<file path="src/hdl/trmv_pkg.sv">
package trmv_pkg;

  // Window geometry.
  localparam int WINDOW_SIZE = 5;
  localparam int CNT_W       = $clog2(WINDOW_SIZE + 1);
  localparam int RANK_W      = $clog2(WINDOW_SIZE);

  // Field widths.
  localparam int RANGE_W    = 16;
  localparam int QUAT_W     = 16;
  localparam int HEIGHT_W   = 21;
  localparam int SPEED_W    = 24;
  localparam int PRESCALE_W = 8;
  localparam int GAIN_W     = 24;

  // Configuration port.
  localparam int CFG_INDEX_W = 2;
  localparam int CFG_DATA_W  = 24;
  localparam logic [CFG_INDEX_W-1:0] REG_PRESCALE = 2'd0;
  localparam logic [CFG_INDEX_W-1:0] REG_GAIN     = 2'd1;
  localparam logic [PRESCALE_W-1:0]  PRESCALE_RESET = 8'd4;
  localparam logic [GAIN_W-1:0]      GAIN_RESET     = 24'd655360;

  // Datapath widths.
  localparam int SQ_W    = 2 * QUAT_W;
  localparam int TILT_W  = SQ_W + 1;
  localparam int R10_W   = RANGE_W + 4;
  localparam int LO_W    = 17;
  localparam int PLO_W   = R10_W + LO_W;
  localparam int PHI_W   = R10_W + 1 + TILT_W - LO_W;
  localparam int PROD_W  = PHI_W + LO_W;
  localparam int HEIGHT_SHIFT = 28;
  localparam int HSHIFT_W = PROD_W - HEIGHT_SHIFT;
  localparam int DIFF_W  = HEIGHT_W + 1;
  localparam int SPROD_W = DIFF_W + GAIN_W + 1;
  localparam int SPEED_SHIFT = 16;
  localparam int SSHIFT_W = SPROD_W - SPEED_SHIFT;

  localparam logic [PROD_W-1:0]  HEIGHT_HALF = PROD_W'(1) << (HEIGHT_SHIFT - 1);
  localparam logic [SPROD_W-1:0] SPEED_HALF  = SPROD_W'(1) << (SPEED_SHIFT - 1);

  localparam logic signed [HEIGHT_W-1:0] HEIGHT_MAX = 21'sd655350;
  localparam logic signed [HEIGHT_W-1:0] HEIGHT_MIN = -21'sd655350;
  localparam logic signed [SPEED_W-1:0]  SPEED_MAX  = 24'sh7FFFFF;
  localparam logic signed [SPEED_W-1:0]  SPEED_MIN  = 24'sh800000;

  // Counter constants.
  localparam logic [CNT_W-1:0]  CNT_ONE     = CNT_W'(1);
  localparam logic [CNT_W-1:0]  FILL_FULL   = CNT_W'(WINDOW_SIZE);
  localparam logic [CNT_W-1:0]  MEDIAN_RANK = CNT_W'(WINDOW_SIZE / 2);
  localparam logic [RANK_W-1:0] RANK_ONE    = RANK_W'(1);
  localparam logic [RANK_W-1:0] RANK_LAST   = RANK_W'(WINDOW_SIZE - 1);

  typedef struct packed {
    logic push;
    logic rotate;
  } cell_ctl_t;

endpackage

</file>
<file path="src/hdl/trmv_cell.sv">
module trmv_cell (
  input  logic                                  clk,
  input  trmv_pkg::cell_ctl_t                   ctl,
  input  logic signed [trmv_pkg::HEIGHT_W-1:0]  value_in,
  input  logic signed [trmv_pkg::HEIGHT_W-1:0]  moving_in,
  output logic signed [trmv_pkg::HEIGHT_W-1:0]  value,
  output logic signed [trmv_pkg::HEIGHT_W-1:0]  moving,
  output logic        [trmv_pkg::CNT_W-1:0]     less_cnt,
  output logic        [trmv_pkg::CNT_W-1:0]     lesseq_cnt
);

  // The stored sample stays put while a copy of every window entry travels
  // past it around the ring; the two counts give this entry's rank.
  always_ff @(posedge clk) begin
    if (ctl.push) begin
      value      <= value_in;
      moving     <= value_in;
      less_cnt   <= '0;
      lesseq_cnt <= '0;
    end else if (ctl.rotate) begin
      moving <= moving_in;
      if (moving < value) begin
        less_cnt <= less_cnt + trmv_pkg::CNT_ONE;
      end
      if (moving <= value) begin
        lesseq_cnt <= lesseq_cnt + trmv_pkg::CNT_ONE;
      end
    end
  end

endmodule

</file>
<file path="config.mk">
export PLATFORM = sky130hd
export DESIGN_NAME = trmv_cell
export DESIGN_NICKNAME = d
export VERILOG_FILES = /design/src/hdl/trmv_pkg.sv /design/src/hdl/trmv_cell.sv
export SDC_FILE = /design/constraint.sdc
export NUM_CORES = 1
export LEC_CHECK = 0
export ABC_AREA = 1
export BUFFER_PORTS_ARGS = -buffer_cell sky130_fd_sc_hd__clkbuf_2
export CORE_UTILIZATION = 49
export CTS_CLUSTER_SIZE = 16
export DETAILED_ROUTE_END_ITERATION = 8
export PLACE_DENSITY_LB_ADDON = 0.05
export SLEW_MARGIN = 20
export SYNTH_ARGS = -nofsm -noshare
export SYNTH_HDL_FRONTEND = slang
export SYNTH_SLANG_ARGS = --single-unit
</file>
<file path="constraint.sdc">
create_clock -name clk -period 2.26 [get_ports clk]
set_input_delay 0.226 -clock clk [delete_from_list [all_inputs] [get_ports clk]]
set_output_delay 0.226 -clock clk [all_outputs]
set_load 0.005 [all_outputs]
</file>
==> impl_metrics.ini, run 1 <==
[die]
die_w_um = 72.4
start_util_pct = 51.1
die_h_um = 72.4
pin_count = 93
num_rows = 25
core_sq_um = 4750
die-area_sq_um = 5240

[timing]
min_period_ps = 1850
fin_crit_sh_pct = 81.7
max_slew_margin_pct = 62.2
whs_ps = 114
tightest_slew_ps = 568
setup_ws_ps = 413
finalClockSkew_ps = 6.27
max_freq_mhz = 541
setup_violations = 0
rsz0062_at_grt = false
slew_viol_final = 0
hold_viol_final = 0
fin_setup_tns_ps = 0

[synthesis]
synthDistinctLibCells = 19
ys_seq_elements = 48
yosysSeqAreaShare_pct = 56.9
syn-cell-area_sq_um = 2430
ys_top_cells_by_area = edfxtp_1, nand2_1, ha_1
syn_nets = 326
avgSynthCellArea_sq_um = 9.41
yosysTopAreaCell = edfxtp_1
ys_warn_count = 0
synth_cells = 258
synth_top_area_share_pct = 51.9

[drt]
routed_wl_mm = 4.88
drt_first_pass_iters = 4
viasPerCell = 4.62
drcViolationCount = 0
antenna_left = 0
wl_per_cell_um = 11.6
num_vias = 1948
first_iter_violations = 104

[clock_tree]
clkLatencyLatePin_ps = 300
cts_sinks = 48
cts_buffers = 5
post_cts_resized = 0
cts_hold_buf = 0
cts_root_buf = clkbuf_8
cts_max_level = 2
cts_buffer_depth = 2
cts_setup_buffers = 0
cts_tree = done
path_clk_slew_ps = 80

[pwr]
vdd_drop_max_mv = 0.448
leakage_nw = 1.66
power_mw = 2.02
cellPowerDensity_nw_per_um2 = 661

[setup_path]
cp-start-kind = register
cp.required_ps = 2440
worstPathMaxFanout = 4
crit_type = reg -> reg
end_kind = register
worstPathArrival_ps = 2030

[layout]
syn2layout_area_growth_pct = 25.8
antennaDiodeCount = 0
post-route-util_pct = 64.2
fin_area_sq_um = 3050
fin_nets = 422
fillers = 424
layout_common_cells = nand2_1, clkbuf_2, edfxtp_1
final_common_cell = nand2_1
drive_gt1_share_pct = 29.6
finalNonFillerCells = 422

[hold_path]
min_path_type = in -> reg

[place]
place_inst = 414
postPlaceCellArea_sq_um = 2970
dpl.hpwl_mm = 3.80
io_buffers = 92
dp_slack_ps = 428
place_congestion = 0.760

[grt]
track_usage_pct = 19.9
grt-ovfl-total = 0
grt_max_degree = 22
grt_pass1_wl_mm = 7.78
antenna_found_initial = 0
grt_pass1_vias = 1804

[run_status]
status = finished clean

[run]
maxCapViolations = 0
[state kept, by name (all words and copies together), names as in the netlist]
signal / count
value: 21
moving: 21
lesseq_cnt: 3
less_cnt: 3
[final timing paths]
path	startpoint	to	slack, ps	depth (start not counted)
hold / removal	value_in[4]	value[4]	110	1
setup reg to reg	moving[20]	less_cnt[2]	410	12
hold reg to reg	less_cnt[1]	less_cnt[1]	500	2
setup / recovery	moving[20]	less_cnt[2]	410	12
[report_power, final]
part | total (mW) | internal, mW | leakage (nW) | switching, mW
logic | 0.423 | 0.189 | 1.14 | 0.234
registers | 1.11 | 1.06 | 0.471 | 0.0506
clock network | 0.485 | 0.210 | 0.0453 | 0.275
[final cells by class]
class / count / area, sq um / area share (%)
Clock buffer: 5 / 68.8 / 2.25
Tap cell: 67 / 83.8 / 2.74
Timing Repair Buffer: 95 / 483 / 15.8
Clock inverter: 3 / 13.8 / 0.451
Sequential cell: 48 / 1380 / 45.2
Multi-Input combinational cell: 168 / 888 / 29.1
Inverter: 36 / 135 / 4.42
[cell usage after synthesis]
cell type    n
inv_1       36
a21o_1       1
nand2_1    106
xor2_1       1
nand3_2      1
nand2_2      1
nor3_1       1
dfxtp_1      6
nand3_1      7
nor2_1      10
nand4_1      2
and3_1       1
or2_2        1
clkbuf_1     5
ha_1        23
buf_2        1
edfxtp_1    42
nand3b_1     1
a21oi_1     12
[critical path: stages, from the launching register on]
cell and delay [ps]:
edfxtp_1 390, ha_1 350, nand2_1 90, nor2_1 140
nand2_1 80, nor2_1 120, nand2_1 80, nand3_1 80
nand2_1 80, nand2_2 100, nand2_1 100, nand2_1 70
a21oi_1 60
[per-layer routing]
layer / up-vias / GRT usage (%) / routed length (um)
li1: 1020 / - / -
met1: 866 / 25.2 / 2130
met2: 56 / 33.2 / 2450
met3: 6 / 5.28 / 234
met4: 0 / 6.10 / 55
met5: - / 0 / 0
[cell families (layout without fill, tap and decap cells)]
logic type	after synthesis	in the layout	share of synthesized area, %
AO/OA/AOI/OAI	13	13	2.78
flip-flops	48	48	56.9
AND/OR/NAND/NOR	131	131	21.6
buffers and inverters	42	139	6.54
XOR/XNOR	1	1	0.361
adder cells (fa/ha/maj)	23	23	11.8
Note: power is estimated with default switching activity, not from simulation.
==> run 2, diff against run 1 <==
--- a/config.mk
+++ b/config.mk
@@ -5,9 +5,9 @@
 export SDC_FILE = /design/constraint.sdc
 export NUM_CORES = 1
 export LEC_CHECK = 0
-export ABC_AREA = 1
+export ABC_AREA = 0
 export BUFFER_PORTS_ARGS = -buffer_cell sky130_fd_sc_hd__clkbuf_2
-export CORE_UTILIZATION = 49
+export CORE_UTILIZATION = 44
 export CTS_CLUSTER_SIZE = 16
 export DETAILED_ROUTE_END_ITERATION = 8
 export PLACE_DENSITY_LB_ADDON = 0.05
==> constraint.sdc (replaced) <==
create_clock -name clk -period 1.55 [get_ports clk]
set_input_delay 0.155 -clock clk [delete_from_list [all_inputs] [get_ports clk]]
set_output_delay 0.155 -clock clk [all_outputs]
set_load 0.005 [all_outputs]
==> run 2 against run 1 <==
  * Via count is 6.4% lower
  * Non-clock buffer count is 40 higher
  * The flow now finishes with violations (setup timing)
  * Cell count is 9.2% lower
  * Critical path type unchanged
  * Maximum frequency is 24% lower
  * Largest power group unchanged
  * Worst setup slack worse by 1300 ps
==> impl_metrics.ini, run 2 <==
[run_status]
status = complete, but fails checks
violations = setup timing

[timing]
slew_viol_final = 0
tightest_slew_ps = 551
max_slew_margin_pct = 63.3
setup_violations = 6
rsz0062_at_grt = true
min_period_ps = 2420
fin_setup_tns_ps = -4660
setup_ws_ps = -867
fin_crit_sh_pct = 156
finalClockSkew_ps = 10.9
max_freq_mhz = 414
hold_viol_final = 0

[synthesis]
yosysTopAreaCell = edfxtp_1
syn-cell-area_sq_um = 2430
synth_cells = 175
avgSynthCellArea_sq_um = 13.9
synthDistinctLibCells = 30
synth_top_flop_cell = edfxtp_1
synth_edf_count = 42
ys_seq_elements = 48
ys_warn_count = 0
synth_common_cells = edfxtp_1, ha_1, inv_1, mux2_2
ys_top_cells_by_area = edfxtp_1, ha_1, mux2_2
yosysMostFrequentCell = edfxtp_1
yosysSeqAreaShare_pct = 56.7
synth_top_area_share_pct = 51.8
async_flop_share_pct = 0
syn_nets = 243

[die]
start_util_pct = 46.8
pin_count = 93
die-area_sq_um = 5840
die_h_um = 76.4
num_rows = 26
core_sq_um = 5200
die_w_um = 76.4

[setup_path]
end_kind = register
worstPathMaxFanout = 4
path_depth = 6
cp_cell_sequence = ha_4 -> nand4_4 -> nor4_4 -> nand4_1 -> a311oi_2 -> mux2_4
cp.required_ps = 1740
cp-start-kind = register
crit_family = simple AND/OR/NAND/NOR gates
crit_path_top_delay_cell = edfxtp_1
critPathBufInv = 0
reg2reg_depth = 6
crit_type = reg -> reg
max_stage_delay_ps = 440
worstPathArrival_ps = 2610

[place]
dp_slack_ps = -838
io_buffers = 92
place_congestion = 0.712
dpl.hpwl_mm = 3.71
postPlaceCellArea_sq_um = 3270
place_inst = 369

[clock_tree]
clkLatencyLatePin_ps = 300
cts_buffer_depth = 2
cts_buffers = 5
path_clk_slew_ps = 90
cts_max_level = 2
cts_sinks = 48
cts_tree = done
cts_root_buf = clkbuf_8

[grt]
antenna_found_initial = 0
grt_max_degree = 27
grt-ovfl-total = 0
grt_pass1_wl_mm = 8.06
track_usage_pct = 17.8
grt_pass1_vias = 1814

[drt]
viasPerCell = 4.76
routed_wl_mm = 4.95
drcViolationCount = 0
drt_first_pass_iters = 4
first_iter_violations = 68
antenna_left = 0
wl_per_cell_um = 12.9
num_vias = 1823

[hold_path]
min_path_type = in -> reg
hold_path_depth = 1

[layout]
syn2layout_area_growth_pct = 44.2
final_common_cell = clkbuf_2
largestRegisters = moving (21), value (21)
layout_common_cells = clkbuf_2, edfxtp_1, buf_4
fin_nets = 380
antennaDiodeCount = 0
finalNonFillerCells = 383
fin_area_sq_um = 3510
drive_gt1_share_pct = 59.7

[pwr]
power_mw = 3.21
vdd_drop_max_mv = 0.568
leakage_nw = 1.66
cellPowerDensity_nw_per_um2 = 913

[run]
maxCapViolations = 0
[run 2: metal layers]
layer,GRT usage (%),up-vias,wire length (um)
met4,4.04,0,55
met5,0,-,0
met1,20.7,843,2050
met3,4.31,6,238
li1,-,919,-
met2,32.8,55,2610
[run 2: kinds of logic after synthesis]
group / synth area share [%]
flops: 56.7
compound gates: 6.99
fa+ha+maj: 11.8
mux: 12.4
buf+inv: 4.47
simple gates: 7.61
[run 2: power by group]
part / internal, mW / switching [mW] / total (mW)
registers: 1.55 / 0.0751 / 1.62
clock network: 0.316 / 0.399 / 0.715
logic: 0.486 / 0.384 / 0.870
total: 2.35 / 0.858 / 3.21
[run 2: timing repair]
action,CTS,global route
setup endpoints to repair,6,6
buffers inserted,4,2
hold buffers,0,0
gates resized for setup,5,12
pin swaps,6,8
[run 2: cell type report]
cell class,instances,area [sq um]
repair buffers,135,791
clock buffers,6,72.6
flip-flops and latches,48,1380
multi-input cells,99,1080
fillers,408,1690
clock inverters,2,12.5
inverters,23,86.3
well taps,70,87.6
[run 2: path summary, 6_finish.rpt]
kind               startpoint             to  slack [ps]
setup / recovery   moving[20]  lesseq_cnt[2]        -870
hold / removal    value_in[3]       value[3]          40
setup reg to reg   moving[20]  lesseq_cnt[2]        -870
hold reg to reg   less_cnt[1]    less_cnt[1]         500
[run 2: metrics by stage]
step	util [%]	hold WS, ps
2_1_floorplan	-	254
3_3_place_gp	62.9	344
3_5_place_dp	62.9	347
4_1_cts	65.6	31.6
5_1_grt	67.5	29.5
6_report	67.5	37.3
==> run 3, diff against run 2 <==
--- a/config.mk
+++ b/config.mk
@@ -7,6 +7,7 @@
 export LEC_CHECK = 0
 export ABC_AREA = 0
 export BUFFER_PORTS_ARGS = -buffer_cell sky130_fd_sc_hd__clkbuf_2
+export CORE_ASPECT_RATIO = 1.4
 export CORE_UTILIZATION = 44
 export CTS_CLUSTER_SIZE = 16
 export DETAILED_ROUTE_END_ITERATION = 8
==> run 3 against run 2 <==
  * The flow still finishes with violations (setup timing)
  * Clock skew fell by 3.3 ps
  * Utilization fell by 0.40 points
  * Flip-flop and latch count did not move
  * Global-route usage fell by 1.5 points
  * Register-to-register slack improved by 40 ps
  * Wire length fell by 5.8%
  * Cell count fell by 2.6%
  * Clock power rose by 6.0%
  * Critical path type unchanged
==> impl_metrics.ini, run 3 (same netlist as run 2, synthesis figures left out) <==
[layout]
largestRegisters = moving (21), value (21)
antennaDiodeCount = 0
syn2layout_area_growth_pct = 44.2
layout_common_cells = clkbuf_2, edfxtp_1, buf_4
drive_gt1_share_pct = 61.6
fin_nets = 374
seqCellArea_sq_um = 1380
multi_input_area_sq_um = 1130
fillers = 421
final_common_cell = clkbuf_2

[hold_path]
min_path_type = in -> reg

[grt]
track_usage_pct = 16.3
grt-ovfl-total = 0
grt_pass1_vias = 1713
grt_pass1_wl_mm = 7.33
grt_max_degree = 30
antenna_found_initial = 0

[setup_path]
worstPathMaxFanout = 3
end_kind = register
cp-start-kind = register
worstPathArrival_ps = 2570
crit_type = reg -> reg
cp.required_ps = 1740

[pwr]
cellPowerDensity_nw_per_um2 = 920
vdd_drop_max_mv = 0.765
leakage_nw = 1.62
power_mw = 3.23

[timing]
hold_viol_final = 0
fin_setup_tns_ps = -4580
slew_viol_final = 0
tightest_slew_ps = 537
finalClockSkew_ps = 7.52
max_freq_mhz = 420
fin_crit_sh_pct = 153
rsz0062_at_grt = true
whs_ps = 42.9
max_slew_margin_pct = 64.2
setup_ws_ps = -828
setup_violations = 6
min_period_ps = 2380

[drt]
routed_wl_mm = 4.67
num_vias = 1799
antenna_left = 0
wl_per_cell_um = 12.5
drcViolationCount = 0
drt_first_pass_iters = 5
viasPerCell = 4.82
first_iter_violations = 39

[die]
start_util_pct = 46.5
die_h_um = 90.0
core_sq_um = 5240
num_rows = 31
die-area_sq_um = 5840
die_w_um = 64.9
pin_count = 93

[place]
dpl.hpwl_mm = 3.56
place_congestion = 0.698
io_buffers = 92
dp_slack_ps = -879

[clock_tree]
clkLatencyLatePin_ps = 290
path_clk_slew_ps = 90
cts_sinks = 48
cts_buffer_depth = 2
cts_tree = done
cts_root_buf = clkbuf_8
cts_max_level = 2
cts_buffers = 5

[run_status]
status = complete, but fails checks
violations = setup timing

[run]
maxCapViolations = 0
[run 3: cell type report]
type / instances / area share [%]
tap: 66 / 2.35
sequential: 48 / 39.3
clock buffer: 6 / 2.35
inverter: 23 / 2.46
clock inverter: 2 / 0.285
multi-input combinational: 99 / 32.1
timing repair buffer: 129 / 21.1
[run 3: path summary, 6_finish.rpt]
path / from / endpoint / slack, ps / cells after the start
setup reg to reg: moving[12] / lesseq_cnt[2] / -830 / 7
hold / removal: value_in[8] / value[8] / 40 / 1
hold reg to reg: lesseq_cnt[1] / lesseq_cnt[1] / 490 / 2
setup / recovery: moving[12] / lesseq_cnt[2] / -830 / 7
[run 3: what timing repair did]
item | in CTS | in global routing
resized for setup | 4 | 18
buffers inserted | 4 | 3
pin swaps | 5 | 7
endpoints found under the setup margin | 6 | 6
hold buffers | 0 | 0
[run 3: through the flow]
step           util [%]  cell area (sq um)  std cells
6_report           67.0               3510        373
5_1_grt            67.0               3510        373
4_1_cts            64.5               3380        370
3_5_place_dp       61.4               3220        358
3_3_place_gp       61.4               3220        358
2_1_floorplan         -               2470        175
[run 3: critical path: stages, from the launching register on]
cell and delay [ps]:
edfxtp_1 440, ha_4 300, nand4_1 200, a2111oi_4 430, a2111oi_4 110, a21bo_2 240, a311oi_2 220, mux2_4 320
[run 3: power breakdown]
group	switching (mW)	internal [mW]
registers	0.0835	1.55
logic	0.364	0.478
clock network	0.401	0.356
total	0.849	2.38
[run 3: layer usage]
metal	vias up	wire, um	global-route usage, %
li1	903	-	-
met1	834	1950	18.6
met2	56	2450	29.4
met3	6	211	3.30
met4	0	58	5.00
met5	-	0	0
